[src/aabb_collision_pair_tracker_defines.svh]
// Assertion macros shared by the collision pair tracker modules.
// Each use expands to one labeled concurrent assertion on the rising edge of clk.
`ifndef AABB_COLLISION_PAIR_TRACKER_DEFINES_SVH
`define AABB_COLLISION_PAIR_TRACKER_DEFINES_SVH

// Checked only while the block is out of reset.
`define ACPT_ASSERT(label, prop, msg) \
  label: assert property (@(posedge clk) disable iff (!rst_n) prop) else $error(msg);

// Checked at every edge, reset included.
`define ACPT_ASSERT_ALWAYS(label, prop, msg) \
  label: assert property (@(posedge clk) prop) else $error(msg);

`endif

[src/acpt_pkg.sv]
`timescale 1ns / 1ps
// ---------------------------------------------------------------------------
// acpt_pkg: shared types and constants of the collision pair tracker
// Field widths, command, event and pair state codes, the control and
// status bundles between controller and datapath, and the pair state step.
// ---------------------------------------------------------------------------
package acpt_pkg;

  localparam int ID_W     = 6;
  localparam int CENTER_W = 24;
  localparam int HALF_W   = 23;
  localparam int EVENT_W  = 2;
  localparam int PSTATE_W = 2;

  localparam int DEF_NUM_COLLIDERS = 64;
  localparam int DEF_COORD_WIDTH   = 24;

  localparam logic CMD_WRITE = 1'b0;
  localparam logic CMD_CHECK = 1'b1;

  localparam logic [EVENT_W-1:0] EV_NONE  = 2'd0;
  localparam logic [EVENT_W-1:0] EV_ENTER = 2'd1;
  localparam logic [EVENT_W-1:0] EV_STAY  = 2'd2;
  localparam logic [EVENT_W-1:0] EV_EXIT  = 2'd3;

  localparam logic [PSTATE_W-1:0] PS_NONE      = 2'd0;
  localparam logic [PSTATE_W-1:0] PS_ENTER     = 2'd1;
  localparam logic [PSTATE_W-1:0] PS_COLLIDING = 2'd2;
  localparam logic [PSTATE_W-1:0] PS_EXIT      = 2'd3;

  typedef struct packed {
    logic in_ready;  // take the next input transaction
    logic calc;      // evaluate the captured pair and load the result
    logic clr_we;    // clear one pair state entry
  } dp_cmd_t;

  typedef struct packed {
    logic in_accept; // an input transaction completes this cycle
    logic check_ok;  // it is a check of two distinct, in-range colliders
    logic clr_done;  // the clearing sweep is at its last entry
    logic out_full;  // the result register cannot take a new result
  } dp_sts_t;

  typedef struct packed {
    logic [EVENT_W-1:0]  ev;
    logic [PSTATE_W-1:0] next;
  } pair_step_t;

  function automatic pair_step_t pair_step(input logic hit, input logic [PSTATE_W-1:0] prev);
    pair_step_t r;
    if (hit) begin
      if (prev == PS_NONE || prev == PS_EXIT) begin
        r.ev   = EV_ENTER;
        r.next = PS_ENTER;
      end else begin
        r.ev   = EV_STAY;
        r.next = PS_COLLIDING;
      end
    end else begin
      if (prev == PS_ENTER || prev == PS_COLLIDING) begin
        r.ev   = EV_EXIT;
        r.next = PS_EXIT;
      end else begin
        r.ev   = EV_NONE;
        r.next = PS_NONE;
      end
    end
    return r;
  endfunction

endpackage

[src/acpt_ctrl.sv]
`timescale 1ns / 1ps
`include "aabb_collision_pair_tracker_defines.svh"
// ---------------------------------------------------------------------------
// acpt_ctrl: sequencer of the collision pair tracker
// Runs the pair state clearing sweep after reset, then takes transactions
// and schedules the evaluation of each pair check.
// ---------------------------------------------------------------------------
module acpt_ctrl import acpt_pkg::*; (
  input  logic    clk,
  input  logic    rst_n,
  input  dp_sts_t sts,
  output dp_cmd_t cmd
);
  localparam logic [1:0] ST_CLEAR = 2'd0;
  localparam logic [1:0] ST_IDLE  = 2'd1;
  localparam logic [1:0] ST_CALC  = 2'd2;

  logic [1:0] state_r, state_nxt;

  always_comb begin
    state_nxt    = state_r;
    cmd.in_ready = 1'b0;
    cmd.calc     = 1'b0;
    cmd.clr_we   = 1'b0;
    unique case (state_r)
      ST_CLEAR: begin
        cmd.clr_we = 1'b1;
        if (sts.clr_done) begin
          state_nxt = ST_IDLE;
        end
      end
      ST_IDLE: begin
        cmd.in_ready = 1'b1;
        if (sts.in_accept && sts.check_ok) begin
          state_nxt = ST_CALC;
        end
      end
      ST_CALC: begin
        // Hold the pair until the previous result has left the output register.
        if (!sts.out_full) begin
          cmd.calc  = 1'b1;
          state_nxt = ST_IDLE;
        end
      end
      default: begin
        state_nxt = ST_CLEAR;
      end
    endcase
  end

  always_ff @(posedge clk) begin
    if (!rst_n) begin
      state_r <= ST_CLEAR;
    end else begin
      state_r <= state_nxt;
    end
  end

  `ACPT_ASSERT(a_calc_slot_free, cmd.calc |-> !sts.out_full, "evaluation with output occupied")
  `ACPT_ASSERT(a_calc_from_check,
    (state_r == ST_CALC && $past(state_r) == ST_IDLE) |-> $past(sts.in_accept && sts.check_ok),
    "evaluation started without an accepted check")
  `ACPT_ASSERT(a_clear_complete,
    ($past(state_r) == ST_CLEAR && state_r != ST_CLEAR) |-> $past(sts.clr_done),
    "clearing sweep left early")
endmodule

[config.mk]
export PLATFORM = sky130hd
export DESIGN_NAME = acpt_ctrl
export DESIGN_NICKNAME = d
export VERILOG_FILES = /design/src/acpt_pkg.sv /design/src/acpt_ctrl.sv
export VERILOG_INCLUDE_DIRS = /design/src /design/src/src
export SDC_FILE = /design/constraint.sdc
export NUM_CORES = 1
export LEC_CHECK = 0
export BUFFER_PORTS_ARGS = -buffer_cell sky130_fd_sc_hd__buf_2
export CELL_PAD_IN_SITES_DETAIL_PLACEMENT = 1
export CELL_PAD_IN_SITES_GLOBAL_PLACEMENT = 2
export CORE_AREA = 2 2 39 41
export CTS_BUF_LIST = sky130_fd_sc_hd__clkbuf_16
export CTS_CLUSTER_DIAMETER = 150
export DETAILED_ROUTE_END_ITERATION = 10
export DIE_AREA = 0 0 41 43
export PLACE_DENSITY_LB_ADDON = 0.15
export SLEW_MARGIN = 10
export SYNTH_ARGS = -nofsm -noshare
export SYNTH_HDL_FRONTEND = slang
export SYNTH_SLANG_ARGS = --single-unit
[constraint.sdc]
create_clock -name clk -period 0.85 [get_ports clk]
set_input_delay 0.17 -clock clk [delete_from_list [all_inputs] [get_ports clk]]
set_output_delay 0.17 -clock clk [all_outputs]
set_load 0.02 [all_outputs]
======== After elaboration in Yosys (flattened, before gate mapping) ========
Cells that the tools add are included.
storage, ports and cells
  bits of input ports ..................... 6
  word-level logic and storage cells ...... 17
  bits in registers ....................... 2
  memories kept ........................... 0
  bits in writable memories ............... 0
  ROM bits ................................ 0
  latch bits .............................. 0
  output and inout port bits .............. 3
operators by class
  equal/unequal tests ..................... 5
  divide/modulo/power cells ............... 0
  multipliers ............................. 0
  multiplexer cells ....................... 8
  magnitude comparators ................... 0
  bitwise gates (word level) .............. 0
  reductions and logical operators ........ 3
  add/subtract/negate cells ............... 0
  shifts and indexed selects .............. 0
operators by type and width
  kind                                                              count
  2-bit 2-to-1 mux                                                  3
  2-bit != test (second input constant)                             3
  2-bit one-hot mux with 3 select lines                             1
  1-bit 2-to-1 mux                                                  4
  3-bit AND reduction                                               1
  2-bit by 1-bit == test with 1-bit output (second input constant)  1
  2-bit == test (second input constant)                             1
  2-bit zero test                                                   1
  1-bit logical AND                                                 1

======== Logic depth before layout (Yosys ltp) ========
Gate-level depths: netlist of the first run.
  depth after elaboration ................. 3
  gate-level depth with buffers ........... 2
  gate-level depth less buffers ........... 2

======== Worst setup path before layout of the first run ========
No wires, ideal clock.
  kind .................................... register -> register
  from .................................... reg state_r[1]
  to ...................................... reg state_r[0]
  path slack .............................. -0.113 ns
  path buffers ............................ 0
  library setup time ...................... 0.062 ns
  cell stages (with the launch flop) ...... 3
  required time ........................... 0.788 ns
  clock period less this slack ............ 0.963 ns
  data arrival time ....................... 0.901 ns
  path through ............................ dfxtp_1 -> nor3b_2 -> a32o_1
on the way
  word-level cells in the longest chain between the ends .. 3
  elaborated cells between the ends (all ways) .. 8
  classes of those cells .................. 5 x eq/ne; 1 x mux; 2 x reduce/logical
ends and longest elaborated chain
  what                                                              line             RTL
  from (decl)                                                       acpt_ctrl.sv:18  logic [1:0] state_r, state_nxt;
  from (signal assigned)                                            acpt_ctrl.sv:55  state_r <= state_nxt;
  2-bit by 1-bit == test with 1-bit output (tied with other cells)  acpt_ctrl.sv:25  unique case (state_r)
  2-bit != test (no source line)                                    n/a
  3-bit AND reduction (no source line)                              n/a
Several ways; a longest one is shown, not always the timed one.
A chain may end at the register's enable or synchronous reset.

==> results.toml, run 1 <==
[clocking]
clockBufferDepth = 2
cts_setup_buffers = 0
clock_sinks = 2
cts_buffers = 3
cts-htree-levels = 1
clock_latency_ps = 220
clk_pin_slew_ps = 30
hold_buffers = 0
cts_tree = "yes"
cts-root-buf = "clkbuf_16"

[logic_synthesis]
syn-num-nets = 19
yosysUniqueCellTypes = 12
synth.avg_cell_area_um2 = 9.43
yosysTopAreaCellShare_pct = 32.7
ys_warn_count = 0
synth.largest_area_cell = "dfxtp_1"
synth_area_leaders = "dfxtp_1 (33%), nor3b_2 (10%), a32o_1 (8.2%)"
syn_area_um2 = 123
synthCells = 13
yosysSeqAreaShare_pct = 32.7
synth_seq_cells = 2

[drt]
dr.pass1.iters = 1
drt_iter0_markers = 0
wire_per_inst_um = 8.75
vias = 139
drc_errors = 0
routed_wl_um = 350
via_per_inst = 3.48
ant_nets = 0

[layout]
drive_gt1_share_pct = 58.3
largest_reg_flops = 2
final_util_pct = 20.2
layout.nets = 31
reg_top3 = "state_r x2"
area_growth_pct = 128
final_common_cell = "buf_2"
final_cell_mix = "buf_2 (5), clkbuf_16 (3), buf_4 (2), dfxtp_4 (2)"
diodes = 0
largest-register = "state_r"

[setup_path]
reg2reg_from = "state_r[1]"
reg2reg_slack_ps = -40
r2r_cells = 2
cpPeakStageDelay_ps = 360
cp-start-kind = "flip-flop"
crit_type = "reg -> out"
endpoint_kind = "output port"
r2r_end = "state_r[0]"
critical-path-top-delay-family = "flip-flops"
path_buf_inv = 1
crit_slowest_cell = "dfxtp_4"
crit_arrival_ps = 920
critPathRequiredTime_ps = 680
cp_max_fo = 6
crit_path_cell_trace = "nor3b_4 -> buf_6"

[power_and_ir_drop]
clkPwrFrac_pct = 80.1
combPwrFrac_pct = 7.5
leakage_nw = 0.119
seqPwrFrac_pct = 12.3
p_per_area_nw_per_um2 = 3210
p_sw_share_pct = 17.3
total_power_mw = 0.895
p_sw_mw = 0.155
ir_worst_vdd_mv = 1.12
internal-power_mw = 0.741

[placed_design]
place_congestion = 0.627
io_buffers = 8
pre_cts_slack_ps = -58.9

[timing]
hold_viol_final = 0
finalCritPeriodShare_pct = 128
skew_ps = 1.39
period_needed_ps = 1090
fmax_mhz = 919
maxSlewHeadroom_pct = 88.9
post-route-worst-setup-slack_ps = -239
tightestPinTransition_ps = 166
final_max_slew_viol_count = 0
rsz0062_at_grt = "true"
hold_slack_ps = 192
finalSetupViolCount = 4

[min_path]
min_from = "rst_n"
hold_end = "state_r[0]"
hold_class = "in -> reg"
whs_path_depth = 2

[floorplan]
rows = 14
core_region_area_um2 = 1380
die_h_um = 43
pin_count = 9
fp.dieArea_um2 = 1760
fp.dieW_um = 41
start_util_pct = 8.86

[global_route]
antenna_found_initial = 0
globalRouteOverflowTotal = 0
grt_pass1_wl_um = 662
grt_usage_pct = 6.21
grt_pass1_vias = 164
grt_max_degree = 8

[job]
drv_cap = 0

[status]
run_status = "finished, violations left"
violations = "negative setup slack"
## cells by family (layout without fill, tap and decap cells)
kind of cell / count (synthesis) / after routing / share of synthesized area, %
and+or+nand+nor: 8 / 8 / 46.9
AOI/OAI and AO/OA: 2 / 2 / 14.3
DFF: 2 / 2 / 32.7
buffers and inverters: 1 / 12 / 6.12
## worst reg2reg max path, delay by kind of cell (launching register included)
family | cells | cell delay [ps]
simple gates | 1 | 180
compound gates | 1 | 240
flops | 1 | 360
## cells in the mapped netlist
| cell type | count |
|---|---|
| a21boi_1 | 1 |
| nand4b_1 | 1 |
| a32o_1 | 1 |
| or2_0 | 1 |
| nor3b_2 | 1 |
| nand3b_1 | 1 |
| dfxtp_1 | 2 |
| nand3_1 | 1 |
| and2b_1 | 1 |
| nor2_1 | 1 |
| buf_4 | 1 |
| nor2b_1 | 1 |
## through the flow
step	instances	area [µm²]	setup TNS, ps
6_report	40	279	-612
5_1_grt	40	279	-787
4_1_cts	40	279	-658
3_5_place_dp	36	186	-117
3_3_place_gp	36	186	-137
2_1_floorplan	13	134	-25.0
## worst max path at each step
stage | endpoint | cells after the start | from | slack [ps]
after global routing | cmd[1] | 2 | state_r[1] | -280
after global placement | cmd[1] | 2 | state_r[1] | -80
after detailed placement | cmd[1] | 2 | state_r[1] | -60
after floorplan | state_r[0] | 2 | state_r[0] | -30
after CTS | cmd[1] | 2 | state_r[1] | -250
final | cmd[1] | 2 | state_r[1] | -240
## cell type report
class,instances,area [µm²]
fillers,170,1100
multi-input cells,10,81.3
clock buffers,3,75.1
repair buffers,8,51.3
flip-flops and latches,2,47.5
well taps,16,20.0
clock inverters,1,3.75
## metal layers
metal / routed length [µm] / track usage, %
met5: 0 / 0
met4: 0 / 6.00
met3: 44 / 4.71
met2: 175 / 7.19
met1: 131 / 6.69
## power groups by stage
| stage | logic (mW) | registers, mW | clock network [mW] |
|---|---|---|---|
| 2_1_floorplan | 0.0410 | 0.111 | 0 |
| 3_3_place_gp | 0.0609 | 0.115 | 0 |
| 3_5_place_dp | 0.0625 | 0.114 | 0 |
| 4_1_cts | 0.0694 | 0.110 | 0.731 |
| 5_1_grt | 0.0748 | 0.113 | 0.743 |
| 6_report | 0.0674 | 0.110 | 0.717 |
## what timing repair did
item | CTS | global route
endpoints found under the setup margin | 4 | 4
resized for setup | 5 | 1
pin swaps | 1 | 0
(Power assumes the default switching activity.)
==> inputs of run 2 (changes only) <==
Settings changed: BUFFER_PORTS_ARGS -buffer_cell sky130_fd_sc_hd__buf_2 to unset, DONT_BUFFER_PORTS set to 1.
==> run 2 against run 1 <==
Effect of this change: the flow still finishes with violations (negative setup slack); maximum frequency fell by 0.31%; critical path type unchanged; cell count decreased by 7.5%; via count is 11% lower; final area is 3.1% higher; non-clock buffer count down 3; wire length is 13% higher; setup slack lost 3.4 ps; clock power rose by 1%; register-to-register slack lost 20 ps; hold slack worse by 110 ps; sequential share of layout area decreased by 0.52 points; critical endpoint unchanged.
==> results.toml, run 2 (same netlist as run 1, synthesis figures left out) <==
[clocking]
cts-htree-levels = 1
hold_buffers = 0
clockBufferDepth = 2
cts_buffers = 3
cts-root-buf = "clkbuf_16"
clk_pin_slew_ps = 30
clock_latency_ps = 220
cts_tree = "yes"
clock_sinks = 2

[layout]
multi_input_area_um2 = 88.8
regArea_um2 = 47.5
diodes = 0
largest-register = "state_r"
area_growth_pct = 135
final_util_pct = 20.8
drive_gt1_share_pct = 57.1
largest_reg_flops = 2
layout.nets = 28
reg_top3 = "state_r x2"
final_common_cell = "buf_6"
num-fill-cells = 162
final_cell_mix = "buf_6 (4), clkbuf_16 (3), dfxtp_4 (2)"
stdcell_area_um2 = 288

[floorplan]
die_h_um = 43
rows = 14
pin_count = 9
fp.dieArea_um2 = 1760
start_util_pct = 8.86
fp.dieW_um = 41
core_region_area_um2 = 1380

[setup_path]
cp_max_fo = 7
r2r_cells = 2
crit_type = "reg -> out"
reg2reg_slack_ps = -60
cpPeakStageDelay_ps = 360
crit_arrival_ps = 920
r2r_end = "state_r[0]"
reg2reg_from = "state_r[0]"
crit_path_cell_trace = "nor3b_4 -> buf_6"
endpoint_kind = "output port"
critPathRequiredTime_ps = 680
path_buf_inv = 1
crit_slowest_cell = "dfxtp_4"
critical-path-top-delay-family = "flip-flops"
cp-start-kind = "flip-flop"

[global_route]
grt_pass1_vias = 129
grt_max_degree = 8
grt_usage_pct = 6.21
antenna_found_initial = 0
grt_pass1_wl_um = 607
globalRouteOverflowTotal = 0

[timing]
period_needed_ps = 1090
finalSetupViolCount = 4
fmax_mhz = 916
maxSlewHeadroom_pct = 88.6
rsz0062_at_grt = "true"
final_max_slew_viol_count = 0
post-route-worst-setup-slack_ps = -242
tightestPinTransition_ps = 171
hold_viol_final = 0
finalCritPeriodShare_pct = 128
hold_slack_ps = 84.7
skew_ps = 3.32

[min_path]
min_from = "rst_n"
hold_class = "in -> reg"
hold_end = "state_r[0]"
whs_path_depth = 1

[status]
run_status = "finished, violations left"
violations = "negative setup slack"

[drt]
ant_nets = 0
drc_errors = 0
routed_wl_um = 396
vias = 124
via_per_inst = 3.35
drt_iter0_markers = 0
dr.pass1.iters = 1
wire_per_inst_um = 10.7

[power_and_ir_drop]
leakage_nw = 0.114
total_power_mw = 0.910
p_per_area_nw_per_um2 = 3160
ir_worst_vdd_mv = 0.846

[placed_design]
io_buffers = 0
dp_hpwl_um = 267
placed_area_um2 = 176
place_congestion = 0.625

[job]
drv_cap = 0
==> run 2: cell count changes in the layout (fill, tap and decap cells not counted) <==
| cell | previous run | this run |
|---|---|---|
| buf_2 | 5 | 0 |
| buf_6 | 1 | 4 |
| buf_4 | 2 | 1 |
| nor2_1 | 1 | 0 |
| nor2_4 | 0 | 1 |
| or2_0 | 0 | 1 |
| or2_1 | 1 | 0 |
==> run 2: worst register-to-register path: stages, from the launching register on <==
cell and delay, ps:
dfxtp_4 360, or2_0 190, a32o_1 240
==> run 2: final cells by class <==
type,instances,area share [%]
clock buffer,3,26.1
tap,16,6.96
timing repair buffer,5,18.3
multi-input combinational,10,30.9
clock inverter,1,1.30
sequential,2,16.5
==> run 2: worst max path at each step <==
stage	start	endpoint	depth (start not counted)
5_1_grt	state_r[1]	cmd[1]	2
4_1_cts	state_r[0]	cmd[1]	2
2_1_floorplan	state_r[0]	state_r[0]	2
3_3_place_gp	state_r[0]	state_r[0]	2
6_report	state_r[0]	cmd[1]	2
3_5_place_dp	state_r[0]	state_r[0]	2
==> run 2: power breakdown <==
part           internal [mW]  leakage (nW)  switching [mW]
sequential            0.0988        0.0178          0.0116
combinational         0.0456        0.0536          0.0299
clock                  0.606        0.0423           0.118
total                  0.750         0.114           0.160
==> run 2: stage by stage <==
| stage | cells | setup TNS (ps) | worst slack [ps] |
|---|---|---|---|
| 3_3_place_gp | 32 | -108 | -66.8 |
| 4_1_cts | 36 | -815 | -260 |
| 2_1_floorplan | 13 | -25.0 | -25.0 |
| 5_1_grt | 37 | -950 | -297 |
| 6_report | 37 | -741 | -242 |
| 3_5_place_dp | 32 | -99.4 | -57.1 |
==> run 2: repair_timing <==
item / CTS / global route
setup endpoints to repair: 5 / 5
gates resized for setup: 5 / 2
buffers inserted: 0 / 1
pin swaps: 1 / 2
==> run 2: per-layer routing <==
| layer | wire (µm) | vias to the layer above | part of all wire, % | global-route usage [%] |
|---|---|---|---|---|
| met2 | 241 | 4 | 61 | 8.13 |
| li1 | - | 62 | - | - |
| met4 | 0 | 0 | 0 | 8.00 |
| met5 | 0 | - | 0 | 0 |
| met1 | 128 | 58 | 32 | 5.75 |
| met3 | 27 | 0 | 6.8 | 3.14 |
==> inputs of run 3 (changes only) <==
Settings changed: ABC_AREA set to 1.
==> run 3 against run 2 <==
Effect of this change: the run still ends with negative setup slack left; total power fell by 0.73%; clock skew decreased by 3.3 ps; critical path type unchanged; sequential share of layout area up 0.83 points; first-iteration DRC count up 4; critical endpoint unchanged.
==> results.toml, run 3 <==
[power_and_ir_drop]
clkPwrFrac_pct = 78.0
p_sw_share_pct = 17.6
total_power_mw = 0.903
p_sw_mw = 0.159
p_per_area_nw_per_um2 = 3300
internal-power_mw = 0.744
leakage_nw = 0.119
combPwrFrac_pct = 10.0
seqPwrFrac_pct = 12.0
ir_worst_vdd_mv = 1.21

[logic_synthesis]
yosysSeqAreaShare_pct = 33.7
ys.flop_type = "dfxtp_1"
synth_seq_cells = 2
synth.avg_cell_area_um2 = 6.26
synth_common_cells = "nand2_1 (5), dfxtp_1 (2), inv_1 (2), nand3_1 (2), nor2_1 (2)"
syn_area_um2 = 119
synth_area_leaders = "dfxtp_1 (34%), nand2_1 (16%), nand3_1 (8.4%)"
synth_edf_count = 0
async_flop_share_pct = 0
ys_warn_count = 0
yosysUniqueCellTypes = 11
syn-num-nets = 25
synth.largest_area_cell = "dfxtp_1"
synthCells = 19
yosysMostFrequentCell = "nand2_1"
yosysTopAreaCellShare_pct = 33.7

[layout]
final_cell_mix = "nand2_1 (5), clkbuf_16 (3), buf_4 (3)"
stdcell_area_um2 = 274
diodes = 0
largest_reg_flops = 2
num-fill-cells = 164
final_common_cell = "nand2_1"
drive_gt1_share_pct = 57.7
largest-register = "state_r"
final_util_pct = 19.8
layout.nets = 34
reg_top3 = "state_r x2"
area_growth_pct = 131
multi_input_area_um2 = 75.1
regArea_um2 = 47.5

[setup_path]
cp-start-kind = "flip-flop"
crit_arrival_ps = 890
r2r_cells = 7
crit_type = "reg -> out"
cp_max_fo = 4
r2r_end = "state_r[0]"
startpoint = "state_r[0]"
endpoint = "cmd[1]"
reg2reg_slack_ps = -60
reg2reg_from = "state_r[0]"
endpoint_kind = "output port"
critPathRequiredTime_ps = 680

[global_route]
grt_pass1_wl_um = 593
grt_pass1_vias = 149
antenna_found_initial = 0
grt_usage_pct = 5.81
globalRouteOverflowTotal = 0
grt_max_degree = 5

[timing]
rsz0062_at_grt = "true"
finalSetupViolCount = 5
period_needed_ps = 1060
skew_ps = 0.0614
post-route-worst-setup-slack_ps = -208
final_max_slew_viol_count = 0
hold_viol_final = 0
finalSetupTns_ps = -644
tightestPinTransition_ps = 121
maxSlewHeadroom_pct = 91.9
finalCritPeriodShare_pct = 124
fmax_mhz = 945

[clocking]
clock_latency_ps = 220
clk_pin_slew_ps = 30
cts_tree = "yes"
cts_buffers = 3
clockBufferDepth = 2
hold_buffers = 0
cts-root-buf = "clkbuf_16"
cts-htree-levels = 1
clock_sinks = 2

[drt]
vias = 144
dr.pass1.iters = 2
ant_nets = 0
wire_per_inst_um = 9.02
routed_wl_um = 379
via_per_inst = 3.43
drt_iter0_markers = 4
drc_errors = 0

[floorplan]
pin_count = 9
core_region_area_um2 = 1380
start_util_pct = 8.59
die_h_um = 43
rows = 14
fp.dieW_um = 41
fp.dieArea_um2 = 1760

[placed_design]
io_buffers = 0
place_congestion = 0.579
placed_area_um2 = 166
dp_hpwl_um = 268

[job]
drv_cap = 0

[min_path]
whs_path_depth = 2
hold_class = "in -> reg"

[status]
run_status = "finished, violations left"
violations = "negative setup slack"
run 3: final cells by class:
cell class,instances,area share (%)
clock buffers,3,27.4
well taps,16,7.31
repair buffers,5,16.4
multi-input cells,13,27.4
flip-flops and latches,2,17.4
inverters,3,4.11
run 3: stage by stage:
stage | worst slack (ps) | std cells | hold WS [ps]
global placement | -52.0 | 38 | 298
finish | -208 | 42 | 63.0
floorplan | -24.3 | 19 | 290
detailed placement | -56.4 | 38 | 303
global route | -259 | 42 | 70.1
CTS | -211 | 41 | 68.2
run 3: layer usage:
layer	wire length [µm]	share of wire, %	global-route usage, %
met4	15	4.0	8.00
met1	171	45	6.37
met3	43	11	3.14
met2	149	39	6.25
met5	0	0	0
run 3: cell families after synthesis:
| group | synth area share [%] |
|---|---|
| and+or+nand+nor | 40.0 |
| DFF | 33.7 |
| buffers and inverters | 15.8 |
| AOI/OAI and AO/OA | 10.5 |
run 3: worst max-delay path, cell delays in order, from the launching register on:
cell	delay (ps)
dfxtp_4	350
nor3_2	160
buf_4	160
run 3: power by group through the flow:
stage          logic, mW  registers, mW  clock network (mW)
6_report          0.0899          0.108               0.705
4_1_cts           0.0779          0.109               0.715
3_5_place_dp      0.0702          0.110                   0
2_1_floorplan     0.0475          0.109                   0
3_3_place_gp      0.0697          0.110                   0
5_1_grt           0.0991          0.109               0.735
run 3: repair_timing:
item / 4_1_cts / 5_1_grt
endpoints found under the setup margin: 5 / 5
setup buffers: 0 / 1
resized for setup: 6 / 3
pin swaps: 0 / 2
run 3: worst min-delay path by stage:
stage / slack, ps / endpoint / start
after CTS: 70 / state_r[0] / rst_n
after detailed placement: 300 / state_r[0] / rst_n
after global routing: 70 / state_r[0] / rst_n
after floorplan: 290 / state_r[0] / rst_n
after global placement: 300 / state_r[0] / rst_n
final: 60 / state_r[0] / rst_n
